$ cat src/hw/rtl/mer_pkg.sv
// Shared types, constants and the microcode program of the midpoint ellipse rasterizer.
`timescale 1ns / 1ps

package mer_pkg;

  localparam int DEC_W   = 48;
  localparam int PIX_W   = 12;
  localparam int COLOR_W = 4;
  localparam int UPC_W   = 6;
  localparam int CFG_IDX_W = 3;

  localparam logic [COLOR_W-1:0] COLOR_RESET = 4'hF;

  localparam logic [CFG_IDX_W-1:0] REG_CENTER_X    = 3'd0;
  localparam logic [CFG_IDX_W-1:0] REG_CENTER_Y    = 3'd1;
  localparam logic [CFG_IDX_W-1:0] REG_RADIUS_X    = 3'd2;
  localparam logic [CFG_IDX_W-1:0] REG_RADIUS_Y    = 3'd3;
  localparam logic [CFG_IDX_W-1:0] REG_PIXEL_COLOR = 3'd4;

  // Quadrant of an emitted pixel: bit 1 negates x, bit 0 negates y.
  localparam logic [1:0] QD_PP = 2'b00;
  localparam logic [1:0] QD_PM = 2'b01;
  localparam logic [1:0] QD_MP = 2'b10;
  localparam logic [1:0] QD_MM = 2'b11;

  typedef enum logic [1:0] {WT_NONE, WT_IN, WT_OUT} wait_t;
  typedef enum logic [3:0] {
    BR_NEXT, BR_GOTO, BR_RESTART, BR_NOT_ACTIVE, BR_REGION2,
    BR_ZERO_RAD, BR_NOT_LE, BR_DEC_NEG, BR_DEC_LE0
  } br_t;
  typedef enum logic [2:0] {A_RX, A_RY, A_RX2, A_RY2, A_PROD} a_sel_t;
  typedef enum logic [2:0] {B_RX, B_RY, B_SX, B_SY, B_TX, B_TY} b_sel_t;
  typedef enum logic [1:0] {ALU_NOP, ALU_LOAD, ALU_ADD, ALU_SUB} alu_op_t;
  typedef enum logic [2:0] {
    SRC_P, SRC_P2, SRC_P4, SRC_P8, SRC_RX2_4, SRC_RX2_Q, SRC_RY2
  } alu_src_t;
  typedef enum logic [1:0] {SX_HOLD, SX_CLR, SX_INC} sx_op_t;
  typedef enum logic [1:0] {SY_HOLD, SY_LOAD, SY_DEC} sy_op_t;
  typedef enum logic [2:0] {FL_NONE, FL_START, FL_STOP, FL_REGION2, FL_CHECK} flag_op_t;

  typedef struct packed {
    wait_t            wt;
    logic             mul_en;
    a_sel_t           a_sel;
    b_sel_t           b_sel;
    logic             t_load;
    logic             rx2_load;
    logic             ry2_load;
    alu_op_t          alu_op;
    alu_src_t         alu_src;
    sx_op_t           sx_op;
    sy_op_t           sy_op;
    flag_op_t         flag_op;
    logic             emit;
    logic [1:0]       quad;
    br_t              br;
    logic [UPC_W-1:0] target;
  } ucw_t;

  // Program addresses.
  localparam logic [UPC_W-1:0] PC_IDLE      = 6'd0;
  localparam logic [UPC_W-1:0] PC_SQ_RX     = 6'd1;
  localparam logic [UPC_W-1:0] PC_SQ_RY     = 6'd2;
  localparam logic [UPC_W-1:0] PC_DISPATCH  = 6'd3;
  localparam logic [UPC_W-1:0] PC_CHK_ACT   = 6'd4;
  localparam logic [UPC_W-1:0] PC_CHK_REG   = 6'd5;
  localparam logic [UPC_W-1:0] PC_R1_MX     = 6'd6;
  localparam logic [UPC_W-1:0] PC_R1_MY     = 6'd7;
  localparam logic [UPC_W-1:0] PC_R1_TEST   = 6'd8;
  localparam logic [UPC_W-1:0] PC_R1_INCX   = 6'd9;
  localparam logic [UPC_W-1:0] PC_R1_MX2    = 6'd10;
  localparam logic [UPC_W-1:0] PC_R1_DECY   = 6'd11;
  localparam logic [UPC_W-1:0] PC_R1_MY2    = 6'd12;
  localparam logic [UPC_W-1:0] PC_R1_SUB    = 6'd13;
  localparam logic [UPC_W-1:0] PC_R1_ADDRY  = 6'd14;
  localparam logic [UPC_W-1:0] PC_R1_NEG    = 6'd15;
  localparam logic [UPC_W-1:0] PC_TR0       = 6'd16;
  localparam logic [UPC_W-1:0] PC_TR1       = 6'd17;
  localparam logic [UPC_W-1:0] PC_TR2       = 6'd18;
  localparam logic [UPC_W-1:0] PC_TR3       = 6'd19;
  localparam logic [UPC_W-1:0] PC_TR4       = 6'd20;
  localparam logic [UPC_W-1:0] PC_TR5       = 6'd21;
  localparam logic [UPC_W-1:0] PC_TR6       = 6'd22;
  localparam logic [UPC_W-1:0] PC_R2_TEST   = 6'd23;
  localparam logic [UPC_W-1:0] PC_R2_Y0     = 6'd24;
  localparam logic [UPC_W-1:0] PC_R2_Y1     = 6'd25;
  localparam logic [UPC_W-1:0] PC_R2_XY0    = 6'd26;
  localparam logic [UPC_W-1:0] PC_R2_XY1    = 6'd27;
  localparam logic [UPC_W-1:0] PC_R2_XY2    = 6'd28;
  localparam logic [UPC_W-1:0] PC_R2_XY3    = 6'd29;
  localparam logic [UPC_W-1:0] PC_CHECK     = 6'd30;
  localparam logic [UPC_W-1:0] PC_EMIT0     = 6'd31;
  localparam logic [UPC_W-1:0] PC_EMIT1     = 6'd32;
  localparam logic [UPC_W-1:0] PC_EMIT2     = 6'd33;
  localparam logic [UPC_W-1:0] PC_EMIT3     = 6'd34;
  localparam logic [UPC_W-1:0] PC_START0    = 6'd35;
  localparam logic [UPC_W-1:0] PC_START1    = 6'd36;
  localparam logic [UPC_W-1:0] PC_START2    = 6'd37;
  localparam logic [UPC_W-1:0] PC_START3    = 6'd38;
  localparam logic [UPC_W-1:0] PC_ZERO      = 6'd39;

  localparam ucw_t UCW_NOP = '{
    wt: WT_NONE, mul_en: 1'b0, a_sel: A_RX, b_sel: B_RX, t_load: 1'b0,
    rx2_load: 1'b0, ry2_load: 1'b0, alu_op: ALU_NOP, alu_src: SRC_P,
    sx_op: SX_HOLD, sy_op: SY_HOLD, flag_op: FL_NONE, emit: 1'b0,
    quad: QD_PP, br: BR_NEXT, target: PC_IDLE
  };

  // The control store. Every multiply lands in the product register at the end of its step.
  function automatic ucw_t ucode_word(input logic [UPC_W-1:0] addr);
    ucw_t w;
    w = UCW_NOP;
    case (addr)
      PC_IDLE: begin
        w.wt = WT_IN;
      end
      PC_SQ_RX: begin
        w.mul_en = 1'b1; w.a_sel = A_RX; w.b_sel = B_RX;
      end
      PC_SQ_RY: begin
        w.rx2_load = 1'b1;
        w.mul_en = 1'b1; w.a_sel = A_RY; w.b_sel = B_RY;
      end
      PC_DISPATCH: begin
        w.ry2_load = 1'b1;
        w.br = BR_RESTART; w.target = PC_START0;
      end
      PC_CHK_ACT: begin
        w.br = BR_NOT_ACTIVE; w.target = PC_IDLE;
      end
      PC_CHK_REG: begin
        w.br = BR_REGION2; w.target = PC_R2_TEST;
      end
      PC_R1_MX: begin
        w.mul_en = 1'b1; w.a_sel = A_RY2; w.b_sel = B_SX;
      end
      PC_R1_MY: begin
        w.t_load = 1'b1;
        w.mul_en = 1'b1; w.a_sel = A_RX2; w.b_sel = B_SY;
      end
      PC_R1_TEST: begin
        w.br = BR_NOT_LE; w.target = PC_TR0;
      end
      PC_R1_INCX: begin
        w.sx_op = SX_INC;
      end
      PC_R1_MX2: begin
        w.mul_en = 1'b1; w.a_sel = A_RY2; w.b_sel = B_SX;
        w.br = BR_DEC_NEG; w.target = PC_R1_NEG;
      end
      PC_R1_DECY: begin
        w.sy_op = SY_DEC;
        w.alu_op = ALU_ADD; w.alu_src = SRC_P2;
      end
      PC_R1_MY2: begin
        w.mul_en = 1'b1; w.a_sel = A_RX2; w.b_sel = B_SY;
      end
      PC_R1_SUB: begin
        w.alu_op = ALU_SUB; w.alu_src = SRC_P2;
      end
      PC_R1_ADDRY: begin
        w.alu_op = ALU_ADD; w.alu_src = SRC_RY2;
        w.br = BR_GOTO; w.target = PC_CHECK;
      end
      PC_R1_NEG: begin
        w.alu_op = ALU_ADD; w.alu_src = SRC_P2;
        w.br = BR_GOTO; w.target = PC_R1_ADDRY;
      end
      PC_TR0: begin
        w.mul_en = 1'b1; w.a_sel = A_RY2; w.b_sel = B_TX;
      end
      PC_TR1: begin
        w.mul_en = 1'b1; w.a_sel = A_PROD; w.b_sel = B_TX;
      end
      PC_TR2: begin
        w.alu_op = ALU_LOAD; w.alu_src = SRC_P;
        w.mul_en = 1'b1; w.a_sel = A_RX2; w.b_sel = B_TY;
      end
      PC_TR3: begin
        w.mul_en = 1'b1; w.a_sel = A_PROD; w.b_sel = B_TY;
      end
      PC_TR4: begin
        w.alu_op = ALU_ADD; w.alu_src = SRC_P4;
        w.mul_en = 1'b1; w.a_sel = A_RX2; w.b_sel = B_RY;
      end
      PC_TR5: begin
        w.mul_en = 1'b1; w.a_sel = A_PROD; w.b_sel = B_RY;
      end
      PC_TR6: begin
        w.alu_op = ALU_SUB; w.alu_src = SRC_P4;
        w.flag_op = FL_REGION2;
      end
      PC_R2_TEST: begin
        w.sy_op = SY_DEC;
        w.br = BR_DEC_LE0; w.target = PC_R2_XY0;
      end
      PC_R2_Y0: begin
        w.mul_en = 1'b1; w.a_sel = A_RX2; w.b_sel = B_SY;
        w.alu_op = ALU_ADD; w.alu_src = SRC_RX2_4;
      end
      PC_R2_Y1: begin
        w.alu_op = ALU_SUB; w.alu_src = SRC_P8;
        w.br = BR_GOTO; w.target = PC_CHECK;
      end
      PC_R2_XY0: begin
        w.sx_op = SX_INC;
        w.alu_op = ALU_ADD; w.alu_src = SRC_RX2_4;
      end
      PC_R2_XY1: begin
        w.mul_en = 1'b1; w.a_sel = A_RY2; w.b_sel = B_SX;
      end
      PC_R2_XY2: begin
        w.alu_op = ALU_ADD; w.alu_src = SRC_P8;
        w.mul_en = 1'b1; w.a_sel = A_RX2; w.b_sel = B_SY;
      end
      PC_R2_XY3: begin
        w.alu_op = ALU_SUB; w.alu_src = SRC_P8;
        w.br = BR_GOTO; w.target = PC_CHECK;
      end
      PC_CHECK: begin
        w.flag_op = FL_CHECK;
      end
      PC_EMIT0: begin
        w.wt = WT_OUT; w.emit = 1'b1; w.quad = QD_PP;
      end
      PC_EMIT1: begin
        w.wt = WT_OUT; w.emit = 1'b1; w.quad = QD_PM;
      end
      PC_EMIT2: begin
        w.wt = WT_OUT; w.emit = 1'b1; w.quad = QD_MP;
      end
      PC_EMIT3: begin
        w.wt = WT_OUT; w.emit = 1'b1; w.quad = QD_MM;
        w.br = BR_GOTO; w.target = PC_IDLE;
      end
      PC_START0: begin
        w.mul_en = 1'b1; w.a_sel = A_RX2; w.b_sel = B_RY;
        w.br = BR_ZERO_RAD; w.target = PC_ZERO;
      end
      PC_START1: begin
        w.alu_op = ALU_LOAD; w.alu_src = SRC_RY2;
        w.sx_op = SX_CLR; w.sy_op = SY_LOAD; w.flag_op = FL_START;
      end
      PC_START2: begin
        w.alu_op = ALU_SUB; w.alu_src = SRC_P;
      end
      PC_START3: begin
        w.alu_op = ALU_ADD; w.alu_src = SRC_RX2_Q;
        w.br = BR_GOTO; w.target = PC_EMIT0;
      end
      PC_ZERO: begin
        w.flag_op = FL_STOP;
        w.br = BR_GOTO; w.target = PC_IDLE;
      end
      default: begin
        w.br = BR_GOTO; w.target = PC_IDLE;
      end
    endcase
    return w;
  endfunction

endpackage

$ cat src/hw/rtl/midpoint_ellipse_rasterizer_unit.sv
// A word's four pixels leave the output register one per cycle while ready. Words are
// taken one at a time: each runs its microcode path, which differs for a restart and for
// an advance in region one, in region two or at the region change, and whose length sets
// the throughput since all products share one multiplier; a word that plots nothing takes
// a shorter path. The synchronous reset clears the sequencer, curve state and configuration
// registers (color 15), leaving the unit idle.
`timescale 1ns / 1ps

module midpoint_ellipse_rasterizer_unit #(
  parameter int RADIUS_BITS = 9,
  parameter int COORD_BITS  = 10
) (
  input  logic                        clk,
  input  logic                        rst,
  input  logic                        cfg_wr_en,
  input  logic [mer_pkg::CFG_IDX_W-1:0] cfg_index,
  input  logic [((COORD_BITS > RADIUS_BITS) ? COORD_BITS : RADIUS_BITS)-1:0] cfg_data,
  input  logic                        in_valid,
  output logic                        in_ready,
  input  logic                        restart,
  output logic                        out_valid,
  input  logic                        out_ready,
  output logic signed [mer_pkg::PIX_W-1:0] pixel_x,
  output logic signed [mer_pkg::PIX_W-1:0] pixel_y,
  output logic [mer_pkg::COLOR_W-1:0] color_out,
  output logic                        last_of_point,
  output logic                        curve_done
);

  import mer_pkg::*;

  // Operand widths. The multiplier's second operand is signed and wide enough for
  // 2x+1, y-1 and either radius.
  localparam int MAXW = (COORD_BITS > RADIUS_BITS) ? COORD_BITS : RADIUS_BITS;
  localparam int BW   = MAXW + 2;
  localparam int RW2  = 2 * RADIUS_BITS;
  localparam int EW   = COORD_BITS + PIX_W;
  localparam int YW   = COORD_BITS + RADIUS_BITS;

  // Configuration registers.
  logic [COORD_BITS-1:0]  center_x;
  logic [COORD_BITS-1:0]  center_y;
  logic [RADIUS_BITS-1:0] radius_x;
  logic [RADIUS_BITS-1:0] radius_y;
  logic [COLOR_W-1:0]     pixel_color;

  // Curve state and datapath registers.
  logic [COORD_BITS-1:0] step_x;
  logic [COORD_BITS-1:0] step_y;
  logic [DEC_W-1:0]      decision;
  logic [DEC_W-1:0]      decision_next;
  logic                  in_region_two;
  logic                  active;
  logic                  final_point;
  logic                  restart_item;
  logic [RW2-1:0]        rx_sq;
  logic [RW2-1:0]        ry_sq;
  logic [DEC_W-1:0]      prod;
  logic [DEC_W-1:0]      hold;

  // Sequencer.
  logic [UPC_W-1:0] pc;
  ucw_t             uw;
  logic             stall;
  logic             take;
  logic             out_free;

  // Multiplier and adder operands.
  logic [DEC_W-1:0]         a_op;
  logic signed [BW-1:0]     b_op;
  logic signed [DEC_W+BW:0] mul_full;
  logic [DEC_W-1:0]         alu_src_val;
  logic [YW-1:0]            ry_ext;

  // Pixel arithmetic.
  logic [EW-1:0] cx_ext;
  logic [EW-1:0] cy_ext;
  logic [EW-1:0] sx_ext;
  logic [EW-1:0] sy_ext;
  logic [EW-1:0] sum_x;
  logic [EW-1:0] sum_y;

  // The control word for the current step comes straight out of the program table.
  always_comb begin
    uw = ucode_word(pc);
  end

  // A step that waits on a handshake does nothing until its partner is there.
  // The output register frees up in the same cycle its word is taken.
  assign out_free = !out_valid || out_ready;
  assign stall    = ((uw.wt == WT_IN) && !in_valid) || ((uw.wt == WT_OUT) && !out_free);
  assign in_ready = (uw.wt == WT_IN);

  always_comb begin
    case (uw.br)
      BR_NEXT:       take = 1'b0;
      BR_GOTO:       take = 1'b1;
      BR_RESTART:    take = restart_item;
      BR_NOT_ACTIVE: take = !active;
      BR_REGION2:    take = in_region_two;
      BR_ZERO_RAD:   take = (radius_x == '0) || (radius_y == '0);
      // In region one the block steps while ry^2*x <= rx^2*y; both products are exact here.
      BR_NOT_LE:     take = !(hold <= prod);
      BR_DEC_NEG:    take = decision[DEC_W-1];
      BR_DEC_LE0:    take = decision[DEC_W-1] || (decision == '0);
      default:       take = 1'b0;
    endcase
  end

  // Shared multiplier. Only the low 48 bits of any product are kept, which is all the
  // wrapping decision arithmetic needs; the operands of the region-one test never exceed them.
  always_comb begin
    case (uw.a_sel)
      A_RX:    a_op = DEC_W'(radius_x);
      A_RY:    a_op = DEC_W'(radius_y);
      A_RX2:   a_op = DEC_W'(rx_sq);
      A_RY2:   a_op = DEC_W'(ry_sq);
      A_PROD:  a_op = prod;
      default: a_op = prod;
    endcase
    case (uw.b_sel)
      B_RX:    b_op = BW'(radius_x);
      B_RY:    b_op = BW'(radius_y);
      B_SX:    b_op = BW'(step_x);
      B_SY:    b_op = BW'(step_y);
      B_TX:    b_op = (BW'(step_x) << 1) | BW'(1);
      B_TY:    b_op = BW'(step_y) - BW'(1);
      default: b_op = BW'(step_y);
    endcase
    mul_full = $signed({1'b0, a_op}) * b_op;
  end

  // Decision adder.
  always_comb begin
    case (uw.alu_src)
      SRC_P:     alu_src_val = prod;
      SRC_P2:    alu_src_val = prod << 1;
      SRC_P4:    alu_src_val = prod << 2;
      SRC_P8:    alu_src_val = prod << 3;
      SRC_RX2_4: alu_src_val = DEC_W'(rx_sq) << 2;
      SRC_RX2_Q: alu_src_val = DEC_W'(rx_sq >> 2);
      SRC_RY2:   alu_src_val = DEC_W'(ry_sq);
      default:   alu_src_val = prod;
    endcase
    case (uw.alu_op)
      ALU_NOP:  decision_next = decision;
      ALU_LOAD: decision_next = alu_src_val;
      ALU_ADD:  decision_next = decision + alu_src_val;
      ALU_SUB:  decision_next = decision - alu_src_val;
      default:  decision_next = decision;
    endcase
  end

  assign ry_ext = YW'(radius_y);

  // Pixel coordinates wrap to 12 bits; sums are formed wide and cut back.
  always_comb begin
    cx_ext = EW'(center_x);
    cy_ext = EW'(center_y);
    sx_ext = EW'(step_x);
    sy_ext = EW'(step_y);
    sum_x  = uw.quad[1] ? (cx_ext - sx_ext) : (cx_ext + sx_ext);
    sum_y  = uw.quad[0] ? (cy_ext - sy_ext) : (cy_ext + sy_ext);
  end

  // Configuration and control state.
  always_ff @(posedge clk) begin
    if (rst) begin
      center_x      <= '0;
      center_y      <= '0;
      radius_x      <= '0;
      radius_y      <= '0;
      pixel_color   <= COLOR_RESET;
      pc            <= PC_IDLE;
      step_x        <= '0;
      step_y        <= '0;
      decision      <= '0;
      in_region_two <= 1'b0;
      active        <= 1'b0;
      final_point   <= 1'b0;
      out_valid     <= 1'b0;
    end else begin
      if (cfg_wr_en) begin
        case (cfg_index)
          REG_CENTER_X:    center_x    <= cfg_data[COORD_BITS-1:0];
          REG_CENTER_Y:    center_y    <= cfg_data[COORD_BITS-1:0];
          REG_RADIUS_X:    radius_x    <= cfg_data[RADIUS_BITS-1:0];
          REG_RADIUS_Y:    radius_y    <= cfg_data[RADIUS_BITS-1:0];
          REG_PIXEL_COLOR: pixel_color <= cfg_data[COLOR_W-1:0];
          default: ;
        endcase
      end

      if (!stall) begin
        pc       <= take ? uw.target : pc + 1'b1;
        decision <= decision_next;

        case (uw.sx_op)
          SX_CLR:  step_x <= '0;
          SX_INC:  step_x <= step_x + 1'b1;
          default: step_x <= step_x;
        endcase

        case (uw.sy_op)
          SY_LOAD: step_y <= ry_ext[COORD_BITS-1:0];
          SY_DEC:  step_y <= step_y - 1'b1;
          default: step_y <= step_y;
        endcase

        case (uw.flag_op)
          FL_START: begin
            in_region_two <= 1'b0;
            active        <= 1'b1;
            final_point   <= 1'b0;
          end
          FL_STOP: begin
            active <= 1'b0;
          end
          FL_REGION2: begin
            in_region_two <= 1'b1;
          end
          FL_CHECK: begin
            // The point where y reaches zero closes the curve.
            final_point <= (step_y == '0);
            if (step_y == '0) begin
              active <= 1'b0;
            end
          end
          default: ;
        endcase
      end

      if (!stall && uw.emit) begin
        out_valid <= 1'b1;
      end else if (out_ready) begin
        out_valid <= 1'b0;
      end
    end
  end

  // Datapath and output payload registers.
  always_ff @(posedge clk) begin
    if (!stall) begin
      if (uw.wt == WT_IN) begin
        restart_item <= restart;
      end
      if (uw.mul_en) begin
        prod <= mul_full[DEC_W-1:0];
      end
      if (uw.t_load) begin
        hold <= prod;
      end
      if (uw.rx2_load) begin
        rx_sq <= prod[RW2-1:0];
      end
      if (uw.ry2_load) begin
        ry_sq <= prod[RW2-1:0];
      end
      if (uw.emit) begin
        pixel_x       <= sum_x[PIX_W-1:0];
        pixel_y       <= sum_y[PIX_W-1:0];
        color_out     <= pixel_color;
        last_of_point <= (uw.quad == QD_MM);
        curve_done    <= final_point;
      end
    end
  end

endmodule
$ cat config.mk
export PLATFORM = sky130hd
export DESIGN_NAME = midpoint_ellipse_rasterizer_unit
export DESIGN_NICKNAME = d
export VERILOG_FILES = /design/src/hw/rtl/mer_pkg.sv /design/src/hw/rtl/midpoint_ellipse_rasterizer_unit.sv
export SDC_FILE = /design/constraint.sdc
export NUM_CORES = 2
export LEC_CHECK = 0
export ABC_AREA = 0
export BUFFER_PORTS_ARGS = -buffer_cell sky130_fd_sc_hd__buf_2
export CAP_MARGIN = 20
export CORE_MARGIN = 10
export CORE_UTILIZATION = 47
export DETAILED_ROUTE_END_ITERATION = 6
export PLACE_DENSITY_LB_ADDON = 0.15
export SLEW_MARGIN = 20
export SYNTH_ARGS = -nofsm -noshare
export SYNTH_HDL_FRONTEND = slang
export SYNTH_SLANG_ARGS = --single-unit
$ cat constraint.sdc
create_clock -name clk -period 16 [get_ports clk]
set_clock_uncertainty 0.2 [all_clocks]
set_input_delay 0.8 -clock clk [delete_from_list [all_inputs] [get_ports clk]]
set_output_delay 0.8 -clock clk [all_outputs]
set_load 0.1 [all_outputs]
# After elaboration in Yosys (flattened, before gate mapping)
# Index checks and enable logic that the tools add are counted.
# Widths: inputs -> output; s select.
# totals
register_bits	283
ram_bits	0
mem_count	0
latch_bits	0
romBits	0
# op_classes
eq_ne	79
shifts	0
multipliers	1
muxes	27
n_reduce_logical	56
order_cmp	1
addsub	10
n_div	0
bitwise	2
# op_table
operator	n
$pmux 48 s6	1
$pmux 48 s4	1
$pmux 48 s3	1
$pmux 10 s11	1
$eq 6x5->1 const B	16
$pmux 7 s10	1
$pmux 12 s5	1
$pmux 5 s12	1
$mul 49x12->48	1
$add 48x48->48	1
$eq 6x4->1 const B	8
$eq 6x6->1 const B	8
$le 48x48->1	1
$logic_not 48->1	1
$sub 48x48->48	1
$pmux 10 s2	2
$reduce_and 2->1	16
$eq 3x2->1 const B	9
$reduce_or 26->1	1
$eq 6x3->1 const B	4
$mux 12	2
$pmux 3 s4	2
$add 10x10->11	2
$sub 10x10->11	2
other kinds (36)	92

# Logic depth before layout (Yosys ltp)
# logic_depth
word_depth	9
ltp_mapped	39
ltp_nobuf	36

# Least setup slack after synthesis
# OpenSTA, ideal clock, no wires.
# synth_timing
kind	register to register
from	register pc[0]
to	register prod[43], data pin
path_stages_with_launch	37
n_path_buf	2
setup_ns	0.259
setup_slack_ns	7.368
required_time_ns	15.541
arrival_time_ns	8.173
path_cell_list	dfxtp_1 inv_1 ha_1 buf_2 nor4bb_1 a21oi_1 nor2_1 clkbuf_1 or3_1 nand2_1 nor2_1 a22o_1 nor3_1 a21oi_1 nand2_1 fa_1 fa_1 fa_1 inv_1 fa_1 inv_1 fa_1 inv_1 ha_1 or3_1 or3_1 o211ai_1 nor4_1 a211o_1 o41a_1 a21oi_1 o21ba_2 nor2_1 nor2_1 o21bai_1 a21oi_1 xnor2_1
# synth_via
elab_chain_len	6
elab_cells_between_ends	32
# synth_lines
element	line_no	text
start, declared	midpoint_ellipse_rasterizer_unit.sv:62	logic [UPC_W-1:0] pc;
start signal, assigned	midpoint_ellipse_rasterizer_unit.sv:195	pc <= take ? uw.target : pc + 1'b1;
$eq 6x5->1, or another cell as far along	mer_pkg.sv:113	case (addr)
$reduce_or 4->1 (no line), or another cell as far along	n/a	
$pmux 7 s10 (*)	mer_pkg.sv:113	
$eq 3x3->1, or another cell as far along	midpoint_ellipse_rasterizer_unit.sv:121	case (uw.b_sel)
$pmux 12 s5 or $pmux 48 s4 (tied branches)	midpoint_ellipse_rasterizer_unit.sv:121, midpoint_ellipse_rasterizer_unit.sv:113	
$mul 49x12->48 (*)	midpoint_ellipse_rasterizer_unit.sv:130	mul_full = $signed({1'b0, a_op}) * b_op;
via mul_full[43]	midpoint_ellipse_rasterizer_unit.sv:71	logic signed [DEC_W+BW:0] mul_full;
end signal, assigned	midpoint_ellipse_rasterizer_unit.sv:248	prod <= mul_full[DEC_W-1:0];
end, declared	midpoint_ellipse_rasterizer_unit.sv:58	logic [DEC_W-1:0] prod;
# Mark *: on every way through the listed nets, which the timed path passes. The rest lies on a longest branch.
# A chain may end at the register's enable or synchronous reset.

# Final worst setup path
# layout_timing
from	register pc[0]
to	register prod[44], data pin
# Same word-level chain as after synthesis.

==> impl_metrics.sql <==
INSERT INTO impl_metrics (metric_group, metric, value, unit) VALUES
('pwr', 'combinationalPowerShare', '0.446', ''),
('run', 'drv_cap', '0', ''),
('worst_setup_path', 'worstPathArrival', '11.37', 'ns'),
('worst_setup_path', 'worst_path_most_repeated_cell', 'fa_1', ''),
('global_route', 'grt_overflow', '0', ''),
('synth', 'synth_most_common_cell', 'nand2_1', ''),
('worst_setup_path', 'critical_path.max_stage_delay', '0.79', 'ns'),
('global_route', 'grt_first_pass_wirelength', '171000', 'um'),
('place', 'detailed_place.area', '37000', 'um^2'),
('run_status', 'run_status', 'finished, final reports clean', ''),
('timing', 'setup_total_negative_slack', '0', 'ns'),
('pwr', 'total_leakage_power', '0.0165', 'uW'),
('pwr', 'power.share.sequential', '0.319', ''),
('clock_tree', 'postCtsResizedCells', '0', ''),
('timing', 'report.final.setup_viol', '0', ''),
('min_path', 'worst_hold_path_type', 'input pin to flop', ''),
('worst_setup_path', 'cp.required', '16.11', 'ns'),
('pwr', 'power_switching_share', '0.454', ''),
('timing', 'maxSlewHeadroom', '0.208', ''),
('worst_setup_path', 'worstSetupPathType', 'flop to flop', ''),
('synth', 'yosys_warnings', '0', ''),
('worst_setup_path', 'crit_family', 'compound AO/OA/AOI/OAI gates', ''),
('worst_setup_path', 'cp_bufs_invs', '4', ''),
('detailed_routing', 'vias_post_dr', '30100', ''),
('synth', 'yosysUniqueCellTypes', '101', ''),
('floorplanning', 'rows', '101', ''),
('floorplanning', 'fp.dieH', '296', 'um'),
('synth', 'postSynthNetCount', '4909', ''),
('detailed_routing', 'drtIter0Drc', '2818', ''),
('synth', 'post_synth_inst_count', '4234', ''),
('finish', 'drive_gt1_frac', '0.0593', ''),
('synth', 'library_cell_occupying_the_most_area_in_the_post_synthesis_netlist', 'fa_1', ''),
('global_route', 'maximum_number_of_pins_on_one_net_before_global_route_repair', '88', ''),
('finish', 'final_cell_count_no_fill', '5177', ''),
('clock_tree', 'cts_made_buffers', '36', ''),
('worst_setup_path', 'critPathSlowestCell', 'a21oi_1', ''),
('synth', 'syn-cell-area', '35800', 'um^2'),
('detailed_routing', 'dr.pass1.iters', '7', ''),
('pwr', 'clock_power_share', '0.236', ''),
('place', 'globalplace.congestion', '0.960', ''),
('clock_tree', 'cts.reportedPaths.clkPinSlew', '0.06', 'ns'),
('pwr', 'internal_power', '1990', 'uW'),
('clock_tree', 'clock_sink_count', '283', ''),
('clock_tree', 'tritoncts', 'done', ''),
('clock_tree', 'cts_max_level', '2', ''),
('global_route', 'global_router_s_overall_resource_usage', '0.246', ''),
('floorplanning', 'die-width', '296', 'um'),
('synth', 'synth.top_cells.by_count', 'nand2_1 (616), inv_1 (577), fa_1 (405)', ''),
('synth', 'synth_enable_flop_cells', '163', ''),
('detailed_routing', 'avgViaCountPerCell', '5.81', ''),
('place', 'dpl.hpwl', '81100', 'um'),
('clock_tree', 'max-clock-path-buffers', '3', ''),
('detailed_routing', 'drt-wirelength-per-cell', '20.7', 'um'),
('timing', 'hold_viol', '0', ''),
('clock_tree', 'post-cts-setup-buffers', '0', ''),
('detailed_routing', 'drt-total-wl', '107000', 'um'),
('timing', 'final_min_period_over_clock_period', '0.704', ''),
('timing', 'worst_pin_slew', '1.19', 'ns'),
('synth', 'ys_top_cells_by_area', 'fa_1 (23%), edfxtp_1 (14%), ha_1 (8.8%)', ''),
('synth', 'number_of_flip_flops_and_latches_in_the_synthesized_netlist', '283', ''),
('detailed_routing', 'drc_errors', '0', ''),
('pwr', 'ir_drop', '0.0000718', 'V'),
('synth', 'synth-async-reset-ratio', '0', ''),
('finish', 'layout-area-overhead-vs-synth', '6.99', '%'),
('synth', 'synth-seq-area-share', '0.204', ''),
('worst_setup_path', 'worst_setup_path_end_kind', 'flop', ''),
('floorplanning', 'die_ar', '87600', 'um^2'),
('detailed_routing', 'drtAntennaViolNets', '0', ''),
('synth', 'avgSynthCellArea', '8.46', 'um^2'),
('finish', 'finish.instance_area', '38300', 'um^2'),
('floorplanning', 'core_area', '75700', 'um^2');
==> registers in the layout (all words and copies together) (netlist names), 12 cells and up <==
name	cells
decision	48
hold	48
prod	48
rx_sq	18
ry_sq	18
pixel_x	12
pixel_y	12
==> area by class of cell <==
class,count,area share
well taps,978,0.0319
repair buffers,125,0.0212
flip-flops and latches,283,0.191
inverters,579,0.0567
clock buffers,50,0.0279
clock inverters,12,0.00451
diodes,1,0.0000653
multi-input cells,3149,0.667
==> power by group through the flow <==
| stage | sequential (uW) | combinational (uW) | clock (uW) |
|---|---|---|---|
| floorplan | 1040 | 1140 | 0 |
| global placement | 1170 | 1580 | 0 |
| detailed placement | 1170 | 1580 | 0 |
| CTS | 1150 | 1590 | 873 |
| global route | 1170 | 1770 | 901 |
| finish | 1160 | 1620 | 857 |
==> stage by stage <==
step                      utilization  setup WS (ns)
after floorplan                     -           7.37
after global placement          0.489           5.21
after detailed placement        0.489           4.90
after CTS                       0.506           4.85
after global routing            0.506           3.87
final                           0.506           4.74
==> cell usage in the layout, fill, tap and decap left out, types with 77 or more instances in the layout <==
| master | synthesis | layout |
|---|---|---|
| xnor2_1 | 134 | 134 |
| a21o_1 | 77 | 77 |
| fa_1 | 405 | 405 |
| ha_1 | 251 | 251 |
| a21oi_1 | 278 | 273 |
| dfxtp_1 | 120 | 120 |
| nor2_1 | 315 | 309 |
| inv_1 | 577 | 576 |
| nand2_1 | 616 | 616 |
| edfxtp_1 | 163 | 163 |
| o21ai_0 | 149 | 148 |
| nand3_1 | 97 | 97 |
==> cell families after synthesis <==
| group | Yosys count | synth area share |
|---|---|---|
| AOI/OAI and AO/OA | 866 | 0.159 |
| xor gates and xnor gates | 189 | 0.0462 |
| adders and majority gates | 656 | 0.314 |
| buffers and inverters | 802 | 0.0867 |
| DFF | 283 | 0.204 |
| muxes | 38 | 0.0111 |
| and+or+nand+nor | 1400 | 0.179 |
==> worst paths after layout <==
path / start / slack, ns / to / cells past startpoint
setup / recovery: pc[0]$_SDFFE_PP0N_ / 4.74 / prod[44]$_DFFE_PP_ / 33
hold / removal: restart / 0.21 / restart_item$_DFFE_PP_ / 1
setup reg to reg: pc[0]$_SDFFE_PP0N_ / 4.74 / prod[44]$_DFFE_PP_ / 33
hold reg to reg: pixel_color[2]$_SDFFE_PP1P_ / 0.23 / color_out[2]$_DFFE_PP_ / 0
==> worst reg2reg max path: cells and delay by family (launching register included) <==
kind,cells,cell delay (ns)
AND/OR/NAND/NOR,9,2.93
AO/OA/AOI/OAI,11,3.52
adder cells (fa/ha/maj),7,3.49
flip-flops,1,0.36
buffers and inverters,4,0.26
multiplexers,1,0.15
XOR/XNOR,1,0.10
==> layer usage <==
layer	up-vias	global-route usage	wire length (um)
li1	14100	-	-
met1	14800	0.355	49200
met2	1052	0.385	47300
met3	145	0.0257	7090
met4	0	0.0723	3400
met5	-	0	0
(Power assumes the default switching activity.)
